<file path="src/rtl/hvn_pkg.sv">
// Package for the height-map vertex normal block.
// Holds shared widths, state encodings, the payload structs and the face-sum function.
// No dependencies; every other file in rtl/ refers to it by scoped names.
package hvn_pkg;

    localparam int MAX_WIDTH_DEF = 256;
    localparam int ROWS_MAX      = 4096;
    localparam int HEIGHT_ONE    = 256;

    localparam int HEIGHT_W = 16;
    localparam int SUM_W    = 19;
    localparam int SY_W     = 11;
    localparam int MAG_W    = 18;
    localparam int SQ_W     = 36;
    localparam int LEN_W    = 38;
    localparam int REM_W    = 39;
    localparam int QUO_W    = 29;
    localparam int NRM_W    = 16;
    localparam int NY_W     = 15;
    localparam int COL_W    = 8;
    localparam int ROW_W    = 12;
    localparam int GW_W     = 9;
    localparam int GR_W     = 13;
    localparam int CFG_W    = 13;
    localparam int STEP_W   = 5;

    localparam int GW_RESET = 128;
    localparam int GR_RESET = 128;

    // Last step index of the restoring division and of the square root.
    localparam int DIV_LAST  = 28;
    localparam int ROOT_LAST = 14;

    typedef enum logic [0:0] {
        CFG_GRID_WIDTH = 1'b0,
        CFG_GRID_ROWS  = 1'b1
    } cfg_idx_t;

    typedef enum logic [2:0] {
        MS_IDLE,
        MS_READ,
        MS_WRITE,
        MS_SUM,
        MS_NORM,
        MS_PUSH
    } main_state_t;

    typedef enum logic [2:0] {
        NS_IDLE,
        NS_SQUARE,
        NS_LENGTH,
        NS_LOAD,
        NS_DIVIDE,
        NS_ROOT,
        NS_STORE
    } norm_state_t;

    typedef struct packed {
        logic signed [SUM_W-1:0] sx;
        logic [SY_W-1:0]         sy;
        logic signed [SUM_W-1:0] sz;
    } hvn_sum_t;

    typedef struct packed {
        logic     start;
        hvn_sum_t sum;
    } hvn_req_t;

    typedef struct packed {
        logic                    done;
        logic signed [NRM_W-1:0] nx;
        logic [NY_W-1:0]         ny;
        logic signed [NRM_W-1:0] nz;
    } hvn_rsp_t;

    // Sum of the up to four face normals that touch one vertex.
    function automatic hvn_sum_t face_sums(
        input logic signed [HEIGHT_W-1:0] t0, t1, t2,
        input logic signed [HEIGHT_W-1:0] m0, m1, m2,
        input logic signed [HEIGHT_W-1:0] b0, b1,
        input logic up, down, left, right
    );
        hvn_sum_t s;
        s.sx = '0;
        s.sy = '0;
        s.sz = '0;
        if (up && left)
        begin
            s.sx = s.sx + SUM_W'(t0) - SUM_W'(t1);
            s.sz = s.sz + SUM_W'(t0) - SUM_W'(m0);
            s.sy = s.sy + SY_W'(HEIGHT_ONE);
        end
        if (up && right)
        begin
            s.sx = s.sx + SUM_W'(t1) - SUM_W'(t2);
            s.sz = s.sz + SUM_W'(t1) - SUM_W'(m1);
            s.sy = s.sy + SY_W'(HEIGHT_ONE);
        end
        if (down && left)
        begin
            s.sx = s.sx + SUM_W'(m0) - SUM_W'(m1);
            s.sz = s.sz + SUM_W'(m0) - SUM_W'(b0);
            s.sy = s.sy + SY_W'(HEIGHT_ONE);
        end
        if (down && right)
        begin
            s.sx = s.sx + SUM_W'(m1) - SUM_W'(m2);
            s.sz = s.sz + SUM_W'(m1) - SUM_W'(b1);
            s.sy = s.sy + SY_W'(HEIGHT_ONE);
        end
        return s;
    endfunction

endpackage

</file>
<file path="src/rtl/hvn_norm.sv">
// Iterative normaliser: turns a summed normal into a unit vector in Q1.14.
// Depends on hvn_pkg. One shared squarer, a bit-serial divider and a bit-serial root.
module hvn_norm
(
    input  logic              clk,
    input  logic              rst_n,
    input  hvn_pkg::hvn_req_t req,
    output hvn_pkg::hvn_rsp_t rsp
);

    hvn_pkg::norm_state_t state_reg, state_next;

    hvn_pkg::hvn_sum_t                 sum_reg;
    logic [1:0]                        idx_reg, idx_next;
    logic [hvn_pkg::SQ_W-1:0]          sq_reg [3];
    logic [hvn_pkg::LEN_W-1:0]         len_reg;
    logic [hvn_pkg::REM_W-1:0]         rem_reg, rem_next;
    logic [hvn_pkg::QUO_W-1:0]         quo_reg, quo_next;
    logic [hvn_pkg::QUO_W-1:0]         res_reg, res_next;
    logic [hvn_pkg::QUO_W-1:0]         bit_reg, bit_next;
    logic [hvn_pkg::STEP_W-1:0]        step_reg, step_next;
    logic                              done_reg;
    logic signed [hvn_pkg::NRM_W-1:0]  nx_reg, nz_reg;
    logic [hvn_pkg::NY_W-1:0]          ny_reg;

    logic [hvn_pkg::MAG_W-1:0]         mag;
    logic [hvn_pkg::SQ_W-1:0]          sq;
    logic [hvn_pkg::REM_W-1:0]         trial;
    logic [hvn_pkg::QUO_W-1:0]         root_sum;
    logic [hvn_pkg::NY_W-1:0]          q;
    logic signed [hvn_pkg::NRM_W-1:0]  q_pos, q_neg;

    // Magnitude of the component picked by the index.
    always_comb
    begin
        unique case (idx_reg)
            2'd0:    mag = sum_reg.sx[hvn_pkg::SUM_W-1] ?
                           hvn_pkg::MAG_W'(-sum_reg.sx) : hvn_pkg::MAG_W'(sum_reg.sx);
            2'd1:    mag = hvn_pkg::MAG_W'(sum_reg.sy);
            default: mag = sum_reg.sz[hvn_pkg::SUM_W-1] ?
                           hvn_pkg::MAG_W'(-sum_reg.sz) : hvn_pkg::MAG_W'(sum_reg.sz);
        endcase
    end

    assign sq       = mag * mag;
    assign trial    = (step_reg == '0) ? rem_reg : {rem_reg[hvn_pkg::REM_W-2:0], 1'b0};
    assign root_sum = res_reg + bit_reg;
    assign q        = res_reg[hvn_pkg::NY_W-1:0];
    assign q_pos    = hvn_pkg::NRM_W'(q);
    assign q_neg    = -q_pos;

    always_comb
    begin
        state_next = state_reg;
        unique case (state_reg)
            hvn_pkg::NS_IDLE:   if (req.start) state_next = hvn_pkg::NS_SQUARE;
            hvn_pkg::NS_SQUARE: if (idx_reg == 2'd2) state_next = hvn_pkg::NS_LENGTH;
            hvn_pkg::NS_LENGTH: state_next = hvn_pkg::NS_LOAD;
            hvn_pkg::NS_LOAD:   state_next = hvn_pkg::NS_DIVIDE;
            hvn_pkg::NS_DIVIDE:
                if (step_reg == hvn_pkg::STEP_W'(hvn_pkg::DIV_LAST))
                    state_next = hvn_pkg::NS_ROOT;
            hvn_pkg::NS_ROOT:
                if (step_reg == hvn_pkg::STEP_W'(hvn_pkg::ROOT_LAST))
                    state_next = hvn_pkg::NS_STORE;
            hvn_pkg::NS_STORE:
                state_next = (idx_reg == 2'd2) ? hvn_pkg::NS_IDLE : hvn_pkg::NS_LOAD;
            default:            state_next = hvn_pkg::NS_IDLE;
        endcase
    end

    always_comb
    begin
        idx_next  = idx_reg;
        rem_next  = rem_reg;
        quo_next  = quo_reg;
        res_next  = res_reg;
        bit_next  = bit_reg;
        step_next = step_reg;
        unique case (state_reg)
            hvn_pkg::NS_IDLE:   idx_next = '0;
            hvn_pkg::NS_SQUARE: idx_next = (idx_reg == 2'd2) ? 2'd0 : idx_reg + 2'd1;
            hvn_pkg::NS_LENGTH: idx_next = '0;
            hvn_pkg::NS_LOAD:
            begin
                rem_next  = hvn_pkg::REM_W'(sq_reg[idx_reg]);
                quo_next  = '0;
                step_next = '0;
            end
            hvn_pkg::NS_DIVIDE:
            begin
                if (trial >= hvn_pkg::REM_W'(len_reg))
                begin
                    rem_next = trial - hvn_pkg::REM_W'(len_reg);
                    quo_next = {quo_reg[hvn_pkg::QUO_W-2:0], 1'b1};
                end
                else
                begin
                    rem_next = trial;
                    quo_next = {quo_reg[hvn_pkg::QUO_W-2:0], 1'b0};
                end
                if (step_reg == hvn_pkg::STEP_W'(hvn_pkg::DIV_LAST))
                begin
                    step_next = '0;
                    res_next  = '0;
                    bit_next  = {1'b1, {(hvn_pkg::QUO_W-1){1'b0}}};
                end
                else
                begin
                    step_next = step_reg + 1'b1;
                end
            end
            hvn_pkg::NS_ROOT:
            begin
                // The quotient register serves as the remaining radicand here.
                if (quo_reg >= root_sum)
                begin
                    quo_next = quo_reg - root_sum;
                    res_next = (res_reg >> 1) + bit_reg;
                end
                else
                begin
                    res_next = res_reg >> 1;
                end
                bit_next  = bit_reg >> 2;
                step_next = step_reg + 1'b1;
            end
            hvn_pkg::NS_STORE:  idx_next = idx_reg + 2'd1;
            default:            idx_next = '0;
        endcase
    end

    always_ff @(posedge clk or negedge rst_n)
    begin
        if (!rst_n)
        begin
            state_reg <= hvn_pkg::NS_IDLE;
            done_reg  <= 1'b0;
        end
        else
        begin
            state_reg <= state_next;
            done_reg  <= (state_reg == hvn_pkg::NS_STORE) && (idx_reg == 2'd2);
        end
    end

    always_ff @(posedge clk)
    begin
        idx_reg  <= idx_next;
        rem_reg  <= rem_next;
        quo_reg  <= quo_next;
        res_reg  <= res_next;
        bit_reg  <= bit_next;
        step_reg <= step_next;
        if (state_reg == hvn_pkg::NS_IDLE && req.start)
            sum_reg <= req.sum;
        if (state_reg == hvn_pkg::NS_SQUARE)
            sq_reg[idx_reg] <= sq;
        if (state_reg == hvn_pkg::NS_LENGTH)
            len_reg <= hvn_pkg::LEN_W'(sq_reg[0]) + hvn_pkg::LEN_W'(sq_reg[1])
                     + hvn_pkg::LEN_W'(sq_reg[2]);
        if (state_reg == hvn_pkg::NS_STORE)
        begin
            unique case (idx_reg)
                2'd0:    nx_reg <= sum_reg.sx[hvn_pkg::SUM_W-1] ? q_neg : q_pos;
                2'd1:    ny_reg <= q;
                default: nz_reg <= sum_reg.sz[hvn_pkg::SUM_W-1] ? q_neg : q_pos;
            endcase
        end
    end

    assign rsp.done = done_reg;
    assign rsp.nx   = nx_reg;
    assign rsp.ny   = ny_reg;
    assign rsp.nz   = nz_reg;

endmodule

</file>
<file path="config.mk">
export PLATFORM = sky130hd
export DESIGN_NAME = hvn_norm
export DESIGN_NICKNAME = d
export VERILOG_FILES = /design/src/rtl/hvn_pkg.sv /design/src/rtl/hvn_norm.sv
export SDC_FILE = /design/constraint.sdc
export NUM_CORES = 1
export LEC_CHECK = 0
export BUFFER_PORTS_ARGS = -buffer_cell sky130_fd_sc_hd__clkbuf_2
export CAP_MARGIN = 40
export CORE_UTILIZATION = 37
export DETAILED_ROUTE_END_ITERATION = 10
export PLACE_DENSITY = 0.52
export SYNTH_ARGS = -nofsm -noshare
export SYNTH_HDL_FRONTEND = slang
export SYNTH_SLANG_ARGS = --single-unit
</file>
<file path="constraint.sdc">
create_clock -name clk -period 8.1 [get_ports clk]
set_input_delay 0.405 -clock clk [delete_from_list [all_inputs] [get_ports clk]]
set_output_delay 0.405 -clock clk [all_outputs]
set_load 0.05 [all_outputs]
</file>
# == Word level (Yosys, flattened, before mapping) ==
# Memory sizes are Yosys's and may differ from the RTL's. A register that Yosys moved wholly into a read port is not among the register bits.
# Index checks and enable logic that the tools add are counted.
# W data, S select, Z words.
# classes
muxes,29
add_sub_neg,11
eq_ne,15
reduce_logical,16
n_bitwise,1
multipliers,1
magnitude_cmp,2
# ops
op,n
$mux W29,4
$pmux W29 S2,2
$pmux W29 S3,1
$mux W39,2
$pmux W39 S2,1
$ge A39 B38 Y1,1
$sub A39 B38 Y39,1
$add A37 B36 Y38,1
$add A36 B36 Y37,1
$mul A18 B18 Y36,1
$mux W18,2
$neg A18 Y18,2
$pmux W18 S2,1
$mux W15,2
$add A28 B29 Y29,1
$add A29 B29 Y29,1
$ge A29 B29 Y1,1
$sub A29 B29 Y29,1
$pmux W3 S7,1
$neg A15 Y16,1
$pmux W5 S3,1
$mux W3,4
$ne A2 B2 Y1 const B,5
$reduce_and A2 Y1,5
23 further kinds,32
# totals
memories,1
ram_bits,108
regBits,271
elab_cells,93
input_bits,52
output_inout_bits,48
# mem_list
name,words,width,read_ports,rd_ports_with_merged_regs,write_ports,line_no,text
sq_reg,3,36,4,1,1,hvn_norm.sv:15,logic [hvn_pkg::SQ_W-1:0] sq_reg [3];

# == Logic depth before layout (Yosys ltp) ==
# logic_depth
ltp_word,5
mapped_depth,33
ltp_nobuf,32

# == Worst setup path before layout ==
# Ideal clock, no wire load.
# synth_path
path_kind,register to register
from,reg sum_reg[4] in the netlist's numbering
to,mem sq_reg[0][34] in the netlist's numbering (data pin)
path_buffers,2
arrival_time_ps,7873
required_ps,7824
period_less_slack_ps,8149
setup_ps,276
slack_ps,-49
stages_incl_launch_ff,29
path_cell_list,edfxtp_1 > nor4_1 > nand2b_1 > or4_1 > clkbuf_1 > nand4b_1 > o21ai_1 > nor4_4 > clkbuf_1 > nor2_1 > fa_1 > inv_1 > fa_1 > inv_1 > fa_1 > fa_1 > fa_1 > inv_1 > fa_1 > inv_1 > ha_1 > and3_1 > a221o_1 > a21oi_1 > o21ai_0 > o311a_1 > a21bo_2 > a311oi_1 > xnor2_1
# synth_between
elab_chain_len,4
# synth_rtl
item,line_no,text
from (decl),hvn_norm.sv:13,hvn_pkg::hvn_sum_t sum_reg;
from (signal assigned),hvn_norm.sv:156,sum_reg <= req.sum;
$neg A18 Y18,hvn_norm.sv:41,hvn_pkg::MAG_W'(-sum_reg.sz) : hvn_pkg::MAG_W'(sum_reg.sz);
$mux W18 *,hvn_norm.sv:40,default: mag = sum_reg.sz[hvn_pkg::SUM_W-1] ?
$pmux W18 S2 *,hvn_norm.sv:36,unique case (idx_reg)
$mul A18 B18 Y36 *,hvn_norm.sv:45,assign sq = mag * mag;
net sq (one bit),hvn_norm.sv:27,logic [hvn_pkg::SQ_W-1:0] sq;
to (decl),hvn_norm.sv:15,
# The timed path passes the listed nets; every way through them passes the cells marked *.

# == Worst setup path in the final report ==
# layout_path
from,reg sum_reg[5] in the netlist's numbering
to,mem sq_reg[2][34] in the netlist's numbering (data pin)
# The elaborated chain is that of the path after synthesis.

==> run_results.csv <==
group,metric,value,unit
status,status,"finished, final reports clean",
final_layout,num-fill-cells,8674,
routing,drt_wl_total,83.0,mm
synthesis,yosys_warnings,0,
sta,setup_tns,0,ps
critical_path,crit_buf_inv,8,
placement,place_hpwl,64.6,mm
clocking,path_clk_slew,60,ps
synthesis,synthArstFlopShare,0.0100,
synthesis,synth_cell_types,89,
routing,drc,0,
global_route,grt_usage,0.179,
synthesis,ys_top_cells_by_area,"edfxtp_1, fa_1, ha_1",
power,power.density,113,nW/um^2
placement,dpl-instance-area,36400,um^2
global_route,grt_pass1_wl,133,mm
power,leakage,16.8,nW
critical_path,critPathTopFamily,"adder cells",
die,io_pins,100,
final_layout,largest_reg_flops,140,
clocking,cts_tree,"built",
critical_path,critPathKind,"flip-flop to flip-flop",
final_layout,num-nets-final,4015,
synthesis,synth_common_cells,"inv_1, edfxtp_1, nand2_1, fa_1, ha_1",
die,dieArea,92200,um^2
placement,io_buffers,99,
global_route,grt_max_degree,61,
sta,finalCriticalPeriod,7890,ps
sta,clock_skew,49.2,ps
die,coreArea,90000,um^2
synthesis,synth_enable_flop_cells,393,
routing,dr.pass1.iters,5,
clocking,htreeDepth,2,
die,die_x,304,um
placement,gp_congestion,0.857,
final_layout,fin_area,39000,um^2
critical_path,cp-end-kind,"flip-flop",
sta,rsz0062_at_grt,"yes",
routing,ant_nets,0,
sta,tightest_slew,926,ps
clocking,cts.path.max_buffers,3,
power,ir_drop,150,uV
clocking,root_buffer,"clkbuf_16",
critical_path,worstPathRequired,8470,ps
synthesis,yosysMostFrequentCell,"inv_1",
routing,viasPerCell,5.07,
run,maxCapViolCount,0,
final_layout,register_area,11900,um^2
synthesis,syn_inst,3209,
synthesis,ys_ff_latch,399,
clocking,cts_made_buffers,48,
sta,finalSetupViolations,0,
routing,num_vias,23685,
sta,period_share,0.975,
final_layout,drive_above_1_share,0.159,
die,num_rows,110,
die,start_util,0.374,
synthesis,synthFlopType,"edfxtp_1",
routing,drtIter0Drc,1189,
final_layout,area_growth,15.8,%
sta,setup_ws,206,ps
final_layout,final_util,0.433,
synthesis,yosysTopAreaCell,"edfxtp_1",
power,power,4.40,mW
sta,hold_viol,0,
synthesis,avgSynthCellArea,10.5,um^2
clocking,cts.sinks,399,
sta,maxSlewViolCount,0,
synthesis,netlist.area_leader.share,0.351,
sta,slew_headroom,0.379,
critical_path,slowest_stage,"or4b_4",
global_route,grt_overflow_total,0,
critical_path,worst_ep_arrival_time,8260,ps
final_layout,multi_input_area,20200,um^2
sta,max_clock_freq,127,MHz
critical_path,cp_max_fo,6,
critical_path,cp-start-kind,"flip-flop",
synthesis,synthesis.area,33700,um^2
die,die_h,304,um
routing,wl_per_cell,17.8,um
synthesis,synth_seq_area_share,0.355,
worst_hold_path,hold_class,"input port to asynchronous set/reset pin",
global_route,grt_pass1_vias,24617,
critical_path,crit_path_max_incr_delay,570,ps
clocking,insertion_delay,640,ps
critical_path,crit_top_cell,"fa_1",
global_route,antenna_found_initial,0,
placement,dp_slack,-212,ps
[final timing paths]
path / start / to / slack [ps] / cells after the start
worst max-delay path: sum_reg[5] / sq_reg[2][34] / 210 / 30
worst min-delay path: rst_n / done_reg / 140 / 2
worst max register to register: sum_reg[5] / sq_reg[2][34] / 210 / 30
worst min register to register: idx_reg[1] / flip-flop / 560 / 1
max in group asynchronous: rst_n / state_reg[2] / 7840 / 2
min in group clk: req[49] / state_reg[0] / 210 / 3
[final cells by class]
| type | instances | area share |
|---|---|---|
| Antenna cell | 1 | 0.0000642 |
| Clock buffer | 56 | 0.0321 |
| Clock inverter | 32 | 0.00780 |
| Inverter | 419 | 0.0405 |
| Multi-Input combinational cell | 2280 | 0.517 |
| Sequential cell | 399 | 0.306 |
| Tap cell | 1176 | 0.0377 |
| Timing Repair Buffer | 306 | 0.0585 |
[routing by layer]
layer,share of wire,GRT usage,vias up
met5,0,0,-
met4,0.029,0.0586,0
met3,0.026,0.0167,108
met2,0.47,0.302,309
met1,0.47,0.243,11554
li1,-,-,11714
[layout by cell type (no fill, tap or decap), drive strengths merged, types with 15 or more instances in the layout]
cell type,instances
a211oi,25
ha,254
o21bai,26
and3,28
o31ai,23
nand2,278
clkinv,28
nand4,20
nor3,44
mux2i,32
a31oi,40
mux2,37
mux4,35
xor2,82
dlygate4sd3,50
buf,157
a21oi,179
inv,417
or3,19
nand3,47
edfxtp,393
o21ai,144
nor2b,24
xnor2,129
nor2,224
a21o,78
and2,25
fa,255
o21a,15
nand2b,32
clkbuf,155
[report_power, final]
group	internal, mW	switching, mW	leakage [nW]
Clock	1.24	0.892	0.761
Sequential	2.24	0	3.71
Combinational	0.0248	0.0109	12.3
Total	3.50	0.903	16.8
[kinds of logic after synthesis]
group,share of synthesized area
AO/OA/AOI/OAI,0.129
XOR/XNOR,0.0549
adder cells (fa/ha/maj),0.246
buffers and inverters,0.0604
flip-flops,0.355
multiplexers,0.0453
other,0.000111
AND/OR/NAND/NOR,0.110
[repair_timing]
| action | CTS | global route |
|---|---|---|
| buffers inserted | 0 | 9 |
| pin swaps | 1 | 68 |
| endpoints found under the hold margin | 53 | 0 |
| hold buffers | 50 | 0 |
| endpoints found under the setup margin | 26 | 48 |
| resized for setup | 6 | 108 |
[metrics by stage]
stage	hold slack, ps	std cells
final	138	4669
after global routing	119	4668
after CTS	109	4660
after detailed placement	217	4522
after global placement	216	4516
after floorplan	109	3211
Power figures use the tool's default switching activity.
